File: src/lscc_pkg.sv
// shared types and constants of the limited-stock coin change core
`timescale 1ns / 1ps

package lscc_pkg;

    localparam int NUM_SLOTS = 8;
    localparam int SLOT_W    = 3;
    localparam int VALUE_W   = 12;
    localparam int AMOUNT_W  = 16;
    localparam int COINS_W   = 8;
    localparam int BIT_W     = $clog2(COINS_W);
    localparam int PROD_W    = COINS_W + VALUE_W;

    typedef logic [SLOT_W-1:0]   slot_t;
    typedef logic [VALUE_W-1:0]  value_t;
    typedef logic [AMOUNT_W-1:0] amount_t;
    typedef logic [COINS_W-1:0]  coins_t;
    typedef logic [PROD_W-1:0]   prod_t;

    typedef enum logic [0:0] {
        OP_CHANGE = 1'b0,
        OP_LOAD   = 1'b1
    } op_t;

    typedef enum logic [2:0] {
        ST_IDLE,
        ST_READ,
        ST_FIT,
        ST_PAY,
        ST_EMIT
    } state_t;

    typedef struct packed {
        logic   we;
        slot_t  addr;
        coins_t data;
    } mem_wr_t;

    typedef struct packed {
        logic   done;
        coins_t coins;
    } fit_status_t;

    function automatic value_t coin_value_reset(input int idx);
        value_t v;
        case (idx)
            0:       v = value_t'(200);
            1:       v = value_t'(100);
            2:       v = value_t'(50);
            3:       v = value_t'(20);
            4:       v = value_t'(10);
            5:       v = value_t'(5);
            6:       v = value_t'(2);
            default: v = value_t'(1);
        endcase
        return v;
    endfunction

endpackage

File: src/lscc_stock_mem.sv
// coin stock memory with registered read and per-entry valid bits
`timescale 1ns / 1ps

module lscc_stock_mem
(
    input  logic              clk,
    input  logic              rst_n,
    input  lscc_pkg::mem_wr_t wr,
    input  logic              rd_en,
    input  lscc_pkg::slot_t   rd_addr,
    output lscc_pkg::coins_t  rd_data
);

    lscc_pkg::coins_t mem [lscc_pkg::NUM_SLOTS];
    logic [lscc_pkg::NUM_SLOTS-1:0] valid_reg;
    lscc_pkg::coins_t rd_data_reg;

    always_ff @(posedge clk)
    begin
        if (wr.we)
        begin
            mem[wr.addr] <= wr.data;
        end
    end

    always_ff @(posedge clk or negedge rst_n)
    begin
        if (!rst_n)
        begin
            valid_reg <= '0;
        end
        else if (wr.we)
        begin
            valid_reg[wr.addr] <= 1'b1;
        end
    end

    // entries never written read as empty stock
    always_ff @(posedge clk)
    begin
        if (rd_en)
        begin
            rd_data_reg <= valid_reg[rd_addr] ? mem[rd_addr] : '0;
        end
    end

    assign rd_data = rd_data_reg;

endmodule

File: src/lscc_fit.sv
// bit-serial search for the largest coin count within stock and remaining amount
`timescale 1ns / 1ps

module lscc_fit
(
    input  logic                  clk,
    input  logic                  rst_n,
    input  logic                  start,
    input  lscc_pkg::coins_t      stock,
    input  lscc_pkg::value_t      coin_value,
    input  lscc_pkg::amount_t     remaining,
    output lscc_pkg::fit_status_t status
);

    logic                       busy_reg;
    logic [lscc_pkg::BIT_W-1:0] bit_reg;
    lscc_pkg::coins_t           count_reg;

    lscc_pkg::coins_t trial;
    lscc_pkg::prod_t  trial_prod;
    logic             fits;

    // one count bit per cycle, msb first
    assign trial      = count_reg | (lscc_pkg::coins_t'(1) << bit_reg);
    assign trial_prod = lscc_pkg::prod_t'(trial) * lscc_pkg::prod_t'(coin_value);
    assign fits       = (coin_value != '0) && (trial <= stock)
                      && (trial_prod <= lscc_pkg::prod_t'(remaining));

    always_ff @(posedge clk or negedge rst_n)
    begin
        if (!rst_n)
        begin
            busy_reg <= 1'b0;
            bit_reg  <= '0;
        end
        else if (start)
        begin
            busy_reg <= 1'b1;
            bit_reg  <= lscc_pkg::BIT_W'(lscc_pkg::COINS_W - 1);
        end
        else if (busy_reg)
        begin
            if (bit_reg == '0)
            begin
                busy_reg <= 1'b0;
            end
            else
            begin
                bit_reg <= bit_reg - 1'b1;
            end
        end
    end

    always_ff @(posedge clk)
    begin
        if (start)
        begin
            count_reg <= '0;
        end
        else if (busy_reg && fits)
        begin
            count_reg <= trial;
        end
    end

    assign status.done  = busy_reg && (bit_reg == '0);
    assign status.coins = count_reg;

endmodule

File: src/limited_stock_coin_change_core.sv
// top level of the limited-stock greedy coin change core
`timescale 1ns / 1ps

// A load word (tuser = 1) writes the stock count of one coin slot and gives one result word
// through the result and output registers. A change word (tuser = 0) walks the eight slots
// in order, slot 0 first (the largest coin with reset values), and gives one result word per
// slot, tlast on the eighth; the last word carries the short flag. Each slot steps through a
// stock memory read, the bit-serial count search (one count bit per cycle, one 8x12 multiply
// and compare), a payout that writes the stock back, and the hand-off of the word to the
// output register, which waits while the output side stalls. A new input word is taken only
// when the previous one is finished. The user must write coin values through the cfg port
// only while the core is idle; the core does not enforce this. Stock is empty after reset.

module limited_stock_coin_change_core
(
    input  logic        clk,
    input  logic        rst_n,

    input  logic        s_axis_tvalid,
    output logic        s_axis_tready,
    input  logic [31:0] s_axis_tdata,   // amount_cents[15:0], slot_select[18:16], stock_load[26:19]
    input  logic [0:0]  s_axis_tuser,   // op[0]

    output logic        m_axis_tvalid,
    input  logic        m_axis_tready,
    output logic [15:0] m_axis_tdata,   // slot_out[2:0], coins_given[10:3], short_flag[11]
    output logic        m_axis_tlast,

    input  logic        cfg_valid,
    output logic        cfg_ready,
    input  logic [2:0]  cfg_index,
    input  logic [11:0] cfg_data
);

    lscc_pkg::value_t  coin_value_reg [lscc_pkg::NUM_SLOTS];
    lscc_pkg::state_t  state_reg, state_next;
    lscc_pkg::slot_t   slot_reg, slot_next;
    lscc_pkg::amount_t rem_reg, rem_next;

    lscc_pkg::slot_t   res_slot_reg, res_slot_next;
    lscc_pkg::coins_t  res_coins_reg, res_coins_next;
    logic              res_short_reg, res_short_next;
    logic              res_last_reg, res_last_next;

    logic              out_valid_reg, out_valid_next;
    lscc_pkg::slot_t   out_slot_reg;
    lscc_pkg::coins_t  out_coins_reg;
    logic              out_short_reg;
    logic              out_last_reg;

    lscc_pkg::mem_wr_t     mem_wr;
    logic                  mem_rd_en;
    lscc_pkg::coins_t      stock_rd;
    lscc_pkg::fit_status_t fit_st;
    logic                  fit_start;

    lscc_pkg::value_t  cur_value;
    lscc_pkg::prod_t   paid;
    lscc_pkg::amount_t rem_after;
    logic              in_accept;
    logic              out_free;
    logic              slot_is_last;
    lscc_pkg::op_t     in_op;
    lscc_pkg::amount_t in_amount;
    lscc_pkg::slot_t   in_slot;
    lscc_pkg::coins_t  in_stock;

    assign in_op     = lscc_pkg::op_t'(s_axis_tuser[0]);
    assign in_amount = s_axis_tdata[15:0];
    assign in_slot   = s_axis_tdata[18:16];
    assign in_stock  = s_axis_tdata[26:19];

    assign s_axis_tready = (state_reg == lscc_pkg::ST_IDLE);
    assign in_accept     = s_axis_tvalid && s_axis_tready;
    assign out_free      = !out_valid_reg || m_axis_tready;
    assign slot_is_last  = (slot_reg == lscc_pkg::slot_t'(lscc_pkg::NUM_SLOTS - 1));

    assign cur_value = coin_value_reg[slot_reg];
    assign paid      = lscc_pkg::prod_t'(fit_st.coins) * lscc_pkg::prod_t'(cur_value);
    assign rem_after = rem_reg - paid[lscc_pkg::AMOUNT_W-1:0];

    // config registers
    assign cfg_ready = 1'b1;

    always_ff @(posedge clk or negedge rst_n)
    begin
        if (!rst_n)
        begin
            for (int i = 0; i < lscc_pkg::NUM_SLOTS; i++)
            begin
                coin_value_reg[i] <= lscc_pkg::coin_value_reset(i);
            end
        end
        else if (cfg_valid && cfg_ready && (int'(cfg_index) < lscc_pkg::NUM_SLOTS))
        begin
            coin_value_reg[cfg_index] <= cfg_data;
        end
    end

    lscc_stock_mem u_stock_mem
    (
        .clk     (clk),
        .rst_n   (rst_n),
        .wr      (mem_wr),
        .rd_en   (mem_rd_en),
        .rd_addr (slot_reg),
        .rd_data (stock_rd)
    );

    lscc_fit u_fit
    (
        .clk        (clk),
        .rst_n      (rst_n),
        .start      (fit_start),
        .stock      (stock_rd),
        .coin_value (cur_value),
        .remaining  (rem_reg),
        .status     (fit_st)
    );

    always_ff @(posedge clk or negedge rst_n)
    begin
        if (!rst_n)
        begin
            state_reg     <= lscc_pkg::ST_IDLE;
            slot_reg      <= '0;
            rem_reg       <= '0;
            out_valid_reg <= 1'b0;
        end
        else
        begin
            state_reg     <= state_next;
            slot_reg      <= slot_next;
            rem_reg       <= rem_next;
            out_valid_reg <= out_valid_next;
        end
    end

    always_ff @(posedge clk)
    begin
        res_slot_reg  <= res_slot_next;
        res_coins_reg <= res_coins_next;
        res_short_reg <= res_short_next;
        res_last_reg  <= res_last_next;
        if ((state_reg == lscc_pkg::ST_EMIT) && out_free)
        begin
            out_slot_reg  <= res_slot_reg;
            out_coins_reg <= res_coins_reg;
            out_short_reg <= res_short_reg;
            out_last_reg  <= res_last_reg;
        end
    end

    always_comb
    begin
        state_next     = state_reg;
        slot_next      = slot_reg;
        rem_next       = rem_reg;
        res_slot_next  = res_slot_reg;
        res_coins_next = res_coins_reg;
        res_short_next = res_short_reg;
        res_last_next  = res_last_reg;
        out_valid_next = out_valid_reg && !m_axis_tready;
        mem_wr.we      = 1'b0;
        mem_wr.addr    = slot_reg;
        mem_wr.data    = stock_rd - fit_st.coins;
        mem_rd_en      = 1'b0;
        fit_start      = 1'b0;

        case (state_reg)
            lscc_pkg::ST_IDLE:
            begin
                if (in_accept)
                begin
                    if (in_op == lscc_pkg::OP_LOAD)
                    begin
                        mem_wr.we      = (int'(in_slot) < lscc_pkg::NUM_SLOTS);
                        mem_wr.addr    = in_slot;
                        mem_wr.data    = in_stock;
                        res_slot_next  = in_slot;
                        res_coins_next = '0;
                        res_short_next = 1'b0;
                        res_last_next  = 1'b1;
                        state_next     = lscc_pkg::ST_EMIT;
                    end
                    else
                    begin
                        rem_next   = in_amount;
                        slot_next  = '0;
                        state_next = lscc_pkg::ST_READ;
                    end
                end
            end
            lscc_pkg::ST_READ:
            begin
                mem_rd_en  = 1'b1;
                fit_start  = 1'b1;
                state_next = lscc_pkg::ST_FIT;
            end
            lscc_pkg::ST_FIT:
            begin
                if (fit_st.done)
                begin
                    state_next = lscc_pkg::ST_PAY;
                end
            end
            lscc_pkg::ST_PAY:
            begin
                mem_wr.we      = 1'b1;
                rem_next       = rem_after;
                res_slot_next  = slot_reg;
                res_coins_next = fit_st.coins;
                res_short_next = slot_is_last && (rem_after != '0);
                res_last_next  = slot_is_last;
                state_next     = lscc_pkg::ST_EMIT;
            end
            lscc_pkg::ST_EMIT:
            begin
                if (out_free)
                begin
                    out_valid_next = 1'b1;
                    if (res_last_reg)
                    begin
                        state_next = lscc_pkg::ST_IDLE;
                    end
                    else
                    begin
                        slot_next  = slot_reg + 1'b1;
                        state_next = lscc_pkg::ST_READ;
                    end
                end
            end
            default:
            begin
                state_next = lscc_pkg::ST_IDLE;
            end
        endcase
    end

    assign m_axis_tvalid = out_valid_reg;
    assign m_axis_tdata  = {4'b0, out_short_reg, out_coins_reg, out_slot_reg};
    assign m_axis_tlast  = out_last_reg;

`ifndef NO_ASSERTIONS
    a_fit_done_in_fit: assert property (@(posedge clk) disable iff (!rst_n)
        fit_st.done |-> (state_reg == lscc_pkg::ST_FIT))
        else $error("count search finished outside its state");

    a_pay_within_stock: assert property (@(posedge clk) disable iff (!rst_n)
        (state_reg == lscc_pkg::ST_PAY) |-> (fit_st.coins <= stock_rd))
        else $error("coins paid exceed stock");

    a_rem_not_growing: assert property (@(posedge clk) disable iff (!rst_n)
        (state_reg == lscc_pkg::ST_PAY) |=> (rem_reg <= $past(rem_reg)))
        else $error("remaining amount grew on payout");

    a_short_only_last: assert property (@(posedge clk) disable iff (!rst_n)
        (m_axis_tvalid && m_axis_tdata[11]) |-> m_axis_tlast)
        else $error("short flag on a word that is not last");
`endif

endmodule
File: config.mk
export PLATFORM = sky130hd
export DESIGN_NAME = limited_stock_coin_change_core
export DESIGN_NICKNAME = d
export VERILOG_FILES = /design/src/lscc_pkg.sv /design/src/lscc_stock_mem.sv /design/src/lscc_fit.sv /design/src/limited_stock_coin_change_core.sv
export SDC_FILE = /design/constraint.sdc
export NUM_CORES = 1
export LEC_CHECK = 0
export BUFFER_PORTS_ARGS = -buffer_cell sky130_fd_sc_hd__buf_4
export CAP_MARGIN = 20
export CORE_MARGIN = 3
export CORE_UTILIZATION = 65
export DETAILED_ROUTE_END_ITERATION = 7
export PLACE_DENSITY = 0.87
export SLEW_MARGIN = 20
export SYNTH_ARGS = -nofsm -noshare
export SYNTH_HDL_FRONTEND = slang
export SYNTH_SLANG_ARGS = --single-unit
File: constraint.sdc
create_clock -name clk -period 10.95 [get_ports clk]
set_input_delay 1.6425 -clock clk [delete_from_list [all_inputs] [get_ports clk]]
set_output_delay 1.6425 -clock clk [all_outputs]
set_load 0.02 [all_outputs]
# After elaboration in Yosys (flattened, before gate mapping)
# Memory sizes are Yosys's and may differ from the RTL's. A register that Yosys moved wholly into a read port is not among the register bits.
# Index checks and enable logic that the tools add are counted.
# word_totals
regBits	165
ram_bits	64
output_inout_bits	20
word_cells	133
mem_count	1
# memory_table
name	words	width	rd	rd_clocked_by_memory_dff	write_ports	line	source
u_stock_mem.mem	8	8	1	1	1	lscc_stock_mem.sv:14	lscc_pkg::coins_t mem [lscc_pkg::NUM_SLOTS];
# classes
n_addsub	4
multipliers	2
n_lt_le_gt_ge	8
eq_ne	12
n_shift	1
mux	51
bitwise_logic	4
n_reduce_logical	26
# op_table
operator	n
96-bit bitwise mux	1
12-bit 2-to-1 mux	5
3-bit 2-to-1 mux	13
12-bit binary-select mux with 3-bit select	1
12-bit demux with 3-bit select	1
16-bit 2-to-1 mux	2
16-bit case mux with 2 select lines	1
20-bit by 16-bit less-or-equal comparator with 1-bit output	1
8-bit by 12-bit multiplier with 20-bit output	1
8-bit by 12-bit multiplier with 16-bit output	1
8-bit 2-to-1 mux	2
8-bit bitwise OR	2
8-bit case mux with 2 select lines	1
16-bit nonzero test	1
16-bit subtractor	1
1-bit 2-to-1 mux	15
3-bit case mux with 5 select lines	1
3-bit case mux with 2 select lines	2
12-bit nonzero test	1
11-bit 2-to-1 mux	1
1-bit logical AND	10
2-bit != test, second input constant	5
3-bit AND reduction	3
4-bit greater-or-equal comparator, second input constant	2
other kinds (22)	34

# Longest topological paths before layout
# Gate-level depths: netlist (run 1).
# logic_depth
ltp_word	9
depth_mapped	31

# Modules after synthesis
# A second synthesis (run 1) with hierarchy kept.
# unflattened
hier_cells	1567
area_unflattened_um2	17400.4
# by_module_without_submodules
module	n_inst	cells_per_inst	area_each_um2	seq_area_each_um2
limited_stock_coin_change_core	1	909	9983.3	3779.9
lscc_fit	1	517	4355.4	260.2
lscc_stock_mem	1	141	3061.7	2362.3

# Worst setup path before layout (run 1)
# No wires, ideal clock.
# synth_path
kind	register -> register
startpoint	register slot_reg[0]
endpoint	register u_fit.count_reg[1]
setup_ps	77
arrival_time_ps	7076
t_required_ps	10873
slack_ps	3798
stages_incl_launch_ff	29
path_buffers	4
synth_period_minus_slack_ps	7152
path_cell_list	dfrtp_1 > buf_6 > buf_6 > buf_4 > mux4_2 > mux2i_1 > clkbuf_1 > nor2_1 > fa_1 > fa_1 > fa_1 > inv_1 > fa_1 > inv_1 > ha_1 > and3_1 > a2111oi_2 > o21ai_1 > a21o_1 > a21oi_1 > xnor2_1 > ha_1 > nand4_1 > nor2_1 > a211oi_1 > o2111ai_1 > nand2_1 > nand4_2 > o22ai_1
# synth_between
elab_chain_len	8
elab_cells_between_ends	10
cone_classes	mul: 1; order compare: 1; mux: 3; bitwise: 1; reduce/logical: 4
# synth_rtl
element	line	source
start, declared	limited_stock_coin_change_core.sv:37	lscc_pkg::slot_t slot_reg, slot_next;
start signal, assigned	limited_stock_coin_change_core.sv:133	slot_reg <= slot_next;
3-bit NOT with 4-bit output (not written as such) (*)	limited_stock_coin_change_core.sv:78	assign cur_value = coin_value_reg[slot_reg];
12-bit binary-select mux with 3-bit select (*)	limited_stock_coin_change_core.sv:78	
12-bit 2-to-1 mux (not written as such) (*) (2 in series)	limited_stock_coin_change_core.sv:78	
8-bit by 12-bit multiplier with 20-bit output or 12-bit nonzero test (tied branches)	lscc_fit.sv:25, lscc_fit.sv:26	
20-bit by 16-bit less-or-equal comparator with 1-bit output or 1-bit logical AND (tied branches)	lscc_fit.sv:27, lscc_fit.sv:26	
1-bit logical AND (*)	lscc_fit.sv:27	&& (trial_prod <= lscc_pkg::prod_t'(remaining));
1-bit logical AND (*)	lscc_fit.sv:60	else if (busy_reg && fits)
end signal, assigned	lscc_fit.sv:62	count_reg <= trial;
end, declared	lscc_fit.sv:17	lscc_pkg::coins_t count_reg;
# Mark *: on every way between the ends. The rest lies on a longest branch, timed or not. The select of a mux whose other input is x is not followed.
# A chain may end at the register's enable or synchronous reset.

# Worst setup path after layout (run 1)
# layout_path
startpoint	register slot_reg[0]
endpoint	register u_fit.count_reg[6]
# The elaborated chain is that of the path after synthesis.

==> results of run 1 <==
==> cell usage in the layout, fill, tap and decap left out, types with 7 or more instances in the layout <==
master     instances
mux2i_1           19
nand2_1           85
mux4_2            41
and3_1             7
nor2_1           179
xnor2_1           27
a21o_1            17
nand2b_1          31
nand3_1           11
or2_2             30
mux2_2            96
o21ai_0           43
nand4_1            7
nor4_1             7
edfxtp_1          98
a31oi_1            9
dfrtp_1          112
ha_1             111
clkbuf_16         25
o22ai_1            9
buf_4             88
dfxtp_1            8
nor2b_1           23
xor2_1            11
nor3_1            19
dfstp_2           17
o211ai_1          10
a21oi_1           46
inv_1            187
o21a_1             9
fa_1             128
==> worst register-to-register path: stages (launching register included) <==
cell and delay [ns]:
dfrtp_2 0.66, buf_4 0.69, mux4_2 0.66, mux2i_1 0.19, buf_4 0.31, nor2_1 0.11, fa_1 0.52, fa_1 0.54
fa_1 0.56, inv_1 0.06, fa_1 0.53, inv_1 0.04, ha_1 0.34, and3_1 0.21, a2111oi_2 0.57, o21ai_1 0.26
a21o_1 0.23, a21oi_1 0.19, xnor2_1 0.19, ha_1 0.30, nand4_1 0.10, nor2_1 0.06, a211oi_1 0.34, o2111ai_1 0.17
nand2_1 0.13, nand4_2 0.22, o22ai_1 0.26
==> metrics by stage <==
| step | hold slack [ns] | worst slack [ns] | area (sq um) |
|---|---|---|---|
| 6_report | 0.425 | 2.41 | 18800 |
| 5_1_grt | 0.435 | 1.92 | 18800 |
| 4_1_cts | 0.426 | 2.46 | 18800 |
| 3_5_place_dp | 0.411 | 2.60 | 18000 |
| 3_3_place_gp | 0.407 | 2.84 | 18000 |
| 2_1_floorplan | 0.400 | 3.80 | 17200 |
==> kinds of logic (layout without fill, tap and decap cells) <==
kind of cell,count (synthesis),count (layout),synth area share [%]
and+or+nand+nor,433,433,11.9
muxes,157,157,12.8
xor gates and xnor gates,39,39,2.07
DFF,237,237,37.2
other,2,5,0.0437
adders and majority gates,239,239,23.0
AOI/OAI and AO/OA,184,184,6.75
buffers and inverters,263,322,6.19
==> routing by layer <==
| layer | routed length [um] | track usage [%] |
|---|---|---|
| met5 | 0 | 0 |
| met4 | 2220 | 14.0 |
| met3 | 3650 | 5.93 |
| met2 | 21200 | 51.6 |
| met1 | 15100 | 36.8 |
==> how the worst min path moves through the flow <==
stage,startpoint,endpoint,slack [ns],cells after the start
after floorplan,res_coins_reg[0],out_coins_reg[0],0.40,0
after global placement,res_slot_reg[0],out_slot_reg[0],0.41,0
after detailed placement,res_slot_reg[0],out_slot_reg[0],0.41,0
after CTS,res_coins_reg[6],out_coins_reg[6],0.43,0
after global routing,res_coins_reg[7],out_coins_reg[7],0.43,0
final,res_coins_reg[6],out_coins_reg[6],0.43,0
==> layout make-up <==
type	count	share of cell area, %
timing repair buffer	88	3.51
inverter	188	3.75
multi-input combinational	1057	52.1
clock inverter	11	0.598
tap	330	2.19
clock buffer	35	3.82
sequential	237	34.0
==> flow_summary.ini, run 1 <==
[run_status]
outcome = completed

[setup_path]
r2r_start = slot_reg[0]
slowest_stage = buf_4
start_kind = flop
setup.worst_path.start = slot_reg[0]
r2r_cells = 26
path_max_fanout = 44
crit_end = u_fit.count_reg[6]
critical_path.endpoint_type = flop
path_buf_inv = 4
critical-path-max-stage-delay_ns = 0.68
critPathTopFamily = adder cells
critical_path_class = reg2reg
worstReg2RegEnd = u_fit.count_reg[6]
worstPathArrival_ns = 8.99
r2r_slack_ns = 2.41
cp.required_ns = 11.40
cpMostUsedCell = fa_1
crit_cells = 26

[route]
wl_per_cell_um = 21.7
wirelength_mm = 42.2
via_per_inst = 6.38
vias = 12400
drc_errors = 0
drtPass1Iterations = 5
drt_iter0_markers = 1121
ant_nets = 0

[die]
die_area_sq_mm = 0.0285
initial_core_util_pct = 67.1
rows = 58
io_pins = 73
fp.dieH_um = 169
die_x_um = 169
coreArea_sq_mm = 0.0256

[timing]
slew_headroom_pct = 28.4
hold_violations = 0
fmax_mhz = 117
worstMarginPinSlew_ns = 1.06
setup_tns_ns = 0
finalCritPeriodShare_pct = 78.0
drv_slew = 0
setup_viol = 0
skew_ns = 0.0196
rsz0062_at_grt = no
fin_crit_ns = 8.54

[clocking]
htreeDepth = 1
cts_tree = yes
ctsLongestPathBuffers = 3
cts.sinks = 237
clk_pin_slew_ns = 0.06
hold_buffers = 0
cts_root_buffer = clkbuf_16
cts_resized = 0
cts_setup_buffers = 0
numCtsBuffers = 25
clock_latency_ns = 0.55

[synthesis]
synth-edff-count = 98
synth_flop_cell = dfrtp_1
yosys.area.top_type = edfxtp_1
syn_inst = 1554
syn_avg_cell_area_sq_um = 11.1
ys_top_cells_by_count = 187 x inv_1, 180 x nor2_1, 128 x fa_1
yosysWarnings = 0
seq_area_frac_synth_pct = 37.2
synth_top_cells_by_area = edfxtp_1 17%, dfrtp_1 17%, fa_1 15%
ys_async_sr_fraction_pct = 55.3
ys_types = 72
synth.most_common_cell = inv_1
synth.top_cell.area_share_pct = 17.1
syn-cell-area_sq_mm = 0.0172
ys_seq_elements = 237

[placed_design]
gp_congestion = 0.915
port_buffers = 62
post-dp-hpwl_mm = 29.0
numPlacedInstances = 1900

[finish]
area_growth_pct = 9.38
largest_reg_flops = 96
fin_cells = 1946
fin_nets = 1889
final-seq-area_sq_mm = 0.00640
drive_gt1_share_pct = 21.0
post-route-util_pct = 73.4
fillers = 1616
multi_input_area_sq_mm = 0.00980
insertedDiodeCount = 0

[global_routing]
track_usage_pct = 30.0
antenna_found_initial = 0
grt_pass1_wl_mm = 68.2
grt_start_max_net_pins = 85
grt_overflow = 0
grt_pass1_vias = 13500

[min_path]
min-delay-path-class = reg2reg

[flow_run]
cap_violations = 0
Power of run 1 is left out: the tool's default activity adds up to more than one toggle a clock period on the data nets, which glitch-free logic cannot reach.
==> run 2, diff against run 1 <==
CORE_UTILIZATION = 63   (was 65)
PLACE_DENSITY = 0.85   (was 0.87)
clock period = 8.8 ns   (was 10.95 ns; I/O delays follow)
==> run 2 against run 1 <==
Via count fell by 2.9%; cell count is 0.46% higher; first-iteration DRC count decreased by 7.0%; maximum frequency rose by 4.7%; global-route usage down 1.6 points; non-clock buffer count is 2 higher; critical endpoint is now u_fit.count_reg[1]; largest cell class unchanged.
==> flow_summary.ini, run 2 (synthesis gave the netlist of run 1 again) <==
[global_routing]
grt.met2_usage_pct = 48.2
antenna_found_initial = 0
met1_usage_pct = 37.4
grt_start_max_net_pins = 78
grt_overflow = 0
grt_pass1_wl_mm = 66.0
met3_usage_pct = 4.32
grt_pass1_vias = 12800
top_usage_layer = met2
track_usage_pct = 28.4

[timing]
skew_ns = 0.0132
setup_viol = 0
hold_violations = 0
worstMarginPinSlew_ns = 1.09
finalCritPeriodShare_pct = 92.6
fmax_mhz = 123
fin_crit_ns = 8.15
setup_tns_ns = 0
drv_slew = 0
slew_headroom_pct = 26.5
rsz0062_at_grt = no

[clocking]
cts.sinks = 237
clk_pin_slew_ns = 0.06
hold_buffers = 0
clock_latency_ns = 0.55
cts_root_buffer = clkbuf_16
cts_resized = 0
numCtsBuffers = 26
cts_setup_buffers = 0
cts_tree = yes
htreeDepth = 1
ctsLongestPathBuffers = 3

[setup_path]
worstPathArrival_ns = 8.61
critical-path-max-stage-delay_ns = 0.79
critical_path.endpoint_type = flop
start_kind = flop
slowest_stage = dfrtp_2
r2r_cells = 26
r2r_slack_ns = 0.65
cp.required_ns = 9.26
critical_path_class = reg2reg
cpMostUsedCell = fa_1
path_max_fanout = 25
worstReg2RegEnd = u_fit.count_reg[1]
r2r_start = slot_reg[0]

[min_path]
worstHoldPathCells = 0
min-delay-path-class = reg2reg
hold_start = res_coins_reg[2]
min_to = out_coins_reg[2]

[die]
io_pins = 73
coreArea_sq_mm = 0.0264
die_x_um = 171
initial_core_util_pct = 65.1
fp.dieH_um = 171
rows = 59
die_area_sq_mm = 0.0293

[run_status]
outcome = completed

[route]
drtPass1Iterations = 5
via_per_inst = 6.16
drc_errors = 0
wl_per_cell_um = 20.4
vias = 12000
wirelength_mm = 39.9
ant_nets = 0
drt_iter0_markers = 1042

[finish]
layout_commonest_cell = inv_1
fillers = 1748
drive_gt1_share_pct = 20.6
largest_reg_flops = 96
mostFrequentLayoutCells = 187 x inv_1, 179 x nor2_1, 128 x fa_1, 112 x dfrtp_1, 111 x ha_1
insertedDiodeCount = 0
post-route-util_pct = 71.3
area_growth_pct = 9.47
fin_nets = 1892

[flow_run]
cap_violations = 0

[placed_design]
gp_congestion = 0.869
port_buffers = 62
post-dp-hpwl_mm = 28.1
## run 2: changes by cell type in the layout (fill, tap and decap cells not counted), sizes merged
| cell | previous run | this run |
|---|---|---|
| bufinv | 1 | 2 |
| clkinv | 5 | 14 |
| clkinvlp | 1 | 2 |
| buf | 88 | 90 |
| inv | 192 | 188 |
| clkbuf | 35 | 30 |
## run 2: cell type report
| type | instances | area (sq um) | area share, % |
|---|---|---|---|
| clock buffers | 30 | 666 | 3.53 |
| clock inverters | 18 | 171 | 0.910 |
| inverters | 188 | 706 | 3.75 |
| multi-input cells | 1057 | 9780 | 52.0 |
| flip-flops and latches | 237 | 6400 | 34.0 |
| well taps | 335 | 419 | 2.23 |
| repair buffers | 90 | 679 | 3.61 |
## run 2: worst max-delay path, delay by kind of cell (launching register included)
family | cells | cell delay [ns]
flops | 1 | 0.79
xor+xnor | 1 | 0.17
mux | 2 | 0.74
simple gates | 6 | 0.87
fa+ha+maj | 6 | 2.72
compound gates | 7 | 2.03
buf+inv | 4 | 0.71
## run 2: metal layers
metal	wire length (um)	vias up
met1	15400	6034
met3	2790	138
met2	20000	529
met4	1680	0
met5	0	-
li1	-	5344
## run 2: worst max path at each step
stage	start	endpoint	slack, ns	cells after the start
after global placement	slot_reg[0]	u_fit.count_reg[3]	0.88	26
after global routing	slot_reg[0]	u_fit.count_reg[1]	0.28	26
after CTS	slot_reg[0]	u_fit.count_reg[1]	0.74	26
final	slot_reg[0]	u_fit.count_reg[1]	0.65	26
after detailed placement	slot_reg[0]	u_fit.count_reg[5]	0.77	26
after floorplan	slot_reg[0]	u_fit.count_reg[1]	1.65	28
## run 2: per-stage QoR
step	hold slack [ns]	worst slack [ns]	cell area (sq um)	cells
after floorplan	0.400	1.65	17200	1557
after global placement	0.407	0.879	18000	1907
after detailed placement	0.405	0.774	18000	1907
after CTS	0.421	0.745	18800	1955
after global routing	0.425	0.281	18800	1955
final	0.422	0.649	18800	1955
Power of run 2 is left out for the same reason.
==> run 3, diff against run 2 <==
SYNTH_HIERARCHICAL = 1   (was unset)
==> run 3 against run 2 <==
Wire length rose by 6.5%; maximum frequency increased by 2.1%; worst hold slack lost 0.0092 ns; critical path depth down 3; design area increased by 0.98%; sequential cell count unchanged.
==> flow_summary.ini, run 3 <==
[clocking]
cts_setup_buffers = 0
cts_root_buffer = clkbuf_16
cts_tree = yes
clock_latency_ns = 0.54
numCtsBuffers = 24
htreeDepth = 1
clk_pin_slew_ns = 0.06
hold_buffers = 0
ctsLongestPathBuffers = 3
cts_resized = 0
cts.sinks = 237

[finish]
final-seq-area_sq_mm = 0.00640
area_growth_pct = 9.28
fillers = 1821
largest_reg_flops = 96
mostFrequentLayoutCells = 248 x inv_1, 128 x fa_1, 118 x nand2_1, 112 x dfrtp_1, 111 x ha_1
layout_commonest_cell = inv_1
fin_nets = 1913
drive_gt1_share_pct = 18.4
insertedDiodeCount = 0
multi_input_area_sq_mm = 0.00987

[setup_path]
cpMostUsedCell = fa_1
worstPathArrival_ns = 8.41
slowest_stage = mux2i_1
critical-path-max-stage-delay_ns = 0.64
critical_path_class = reg2reg
start_kind = flop
path_max_fanout = 8
critical_path.endpoint_type = flop
cp.required_ns = 9.23
crit_chain = mux4_2 -> mux2i_1 -> inv_1 -> and2_1 -> fa_1 -> inv_1 -> fa_1 -> fa_1 -> fa_1 -> inv_1 -> ha_1 -> nand3_1 -> o2111ai_1 -> a21oi_1 -> o21ai_0 -> xor2_1 -> ha_1 -> nand2_1 -> o21ai_0 -> or4_1 -> a221oi_2 -> nand4_2 -> o31ai_1

[synthesis]
syn_inst = 1567
synth.top_cell.area_share_pct = 16.9
yosysWarnings = 6
synth-edff-count = 98
syn-cell-area_sq_mm = 0.0174
synth.most_common_cell = inv_1
ys_top_cells_by_count = 248 x inv_1, 128 x fa_1, 118 x nand2_1
synth_flop_cell = dfrtp_1
ys_async_sr_fraction_pct = 55.3
yosys.area.top_type = edfxtp_1
synth_top_cells_by_area = edfxtp_1 17%, dfrtp_1 16%, fa_1 15%
seq_area_frac_synth_pct = 36.8
ys_seq_elements = 237
syn_avg_cell_area_sq_um = 11.1
ys_types = 70

[placed_design]
gp_congestion = 0.917
post-dp-hpwl_mm = 29.6
port_buffers = 62

[die]
die_x_um = 172
rows = 60
die_area_sq_mm = 0.0296
coreArea_sq_mm = 0.0270
fp.dieH_um = 172
initial_core_util_pct = 64.4
io_pins = 73

[global_routing]
grt_pass1_vias = 12800
antenna_found_initial = 0
grt_pass1_wl_mm = 67.6
track_usage_pct = 29.5
grt_start_max_net_pins = 68
grt_overflow = 0

[timing]
drv_slew = 0
rsz0062_at_grt = no
fin_crit_ns = 7.98
finalCritPeriodShare_pct = 90.7
worstMarginPinSlew_ns = 1.12
fmax_mhz = 125
slew_headroom_pct = 24.5
hold_violations = 0
setup_tns_ns = 0
skew_ns = 0.0168
setup_viol = 0

[min_path]
min-delay-path-class = reg2reg

[route]
drt_iter0_markers = 1011
wl_per_cell_um = 21.4
via_per_inst = 6.15
vias = 12200
ant_nets = 0
drc_errors = 0
drtPass1Iterations = 7
wirelength_mm = 42.5

[run_status]
outcome = completed

[flow_run]
cap_violations = 0
==> run 3: cell count changes in the layout (fill, tap and decap cells not counted), sizes merged, moves of 7 or more <==
cell,delta
nor2b,+12
inv,+61
o31ai,+7
buf,-10
or2,-21
nor2,-90
o21ai,-23
o22ai,-7
and2,+67
nor3,-7
nand2b,-11
nand2,+33
a21o,-9
==> run 3: metrics by stage <==
step	setup WS, ns	utilization (%)	cells	area [sq um]	hold slack [ns]
2_1_floorplan	1.30	-	1570	17400	0.400
3_5_place_dp	1.05	67.4	1935	18200	0.405
6_report	0.820	70.4	1980	19000	0.413
3_3_place_gp	1.25	67.4	1935	18200	0.405
5_1_grt	0.480	70.4	1980	19000	0.418
4_1_cts	0.992	70.3	1979	19000	0.416
==> run 3: per-layer routing <==
metal	wire, um	GRT usage, %
met3	3050	5.21
met5	0	0
met1	16400	37.2
met2	21000	50.6
met4	2060	12.7
==> run 3: worst max-delay path: cells and delay by family, from the launching register on <==
kind	cells	cell delay, ns
fa+ha+maj	6	2.70
flops	1	0.49
compound gates	6	1.60
xor+xnor	1	0.25
simple gates	5	1.27
mux	2	1.18
buf+inv	3	0.40
==> run 3: path summary, 6_finish.rpt <==
path                                 startpoint                  to  slack (ns)  depth (start not counted)
min in group asynchronous                 rst_n  coin_value_reg[67]        0.88                          1
worst min-delay path            res_slot_reg[0]     out_slot_reg[0]        0.41                          0
worst max-delay path                slot_reg[0]  u_fit/count_reg[5]        0.82                         23
worst min register to register  res_slot_reg[0]     out_slot_reg[0]        0.41                          0
worst max register to register      slot_reg[0]  u_fit/count_reg[5]        0.82                         23
max in group asynchronous                 rst_n          rem_reg[3]        6.51                          2
==> run 3: kinds of logic (layout without fill, tap and decap cells) <==
| logic type | Yosys count | in the layout | share of synthesized area [%] |
|---|---|---|---|
| AND/OR/NAND/NOR | 417 | 417 | 12.0 |
| buffers and inverters | 306 | 375 | 6.89 |
| adder cells (fa/ha/maj) | 239 | 239 | 22.7 |
| flip-flops | 237 | 237 | 36.8 |
| AO/OA/AOI/OAI | 164 | 164 | 6.17 |
| multiplexers | 163 | 163 | 13.3 |
| XOR/XNOR | 39 | 39 | 2.04 |
| other | 2 | 5 | 0.0432 |
==> run 3: area by class of cell <==
type,instances,area share [%]
tap,341,2.24
sequential,237,33.7
timing repair buffer,80,3.15
inverter,251,4.95
clock inverter,8,0.467
multi-input combinational,1027,51.9
clock buffer,36,3.63
Power of run 3 is left out for the same reason.
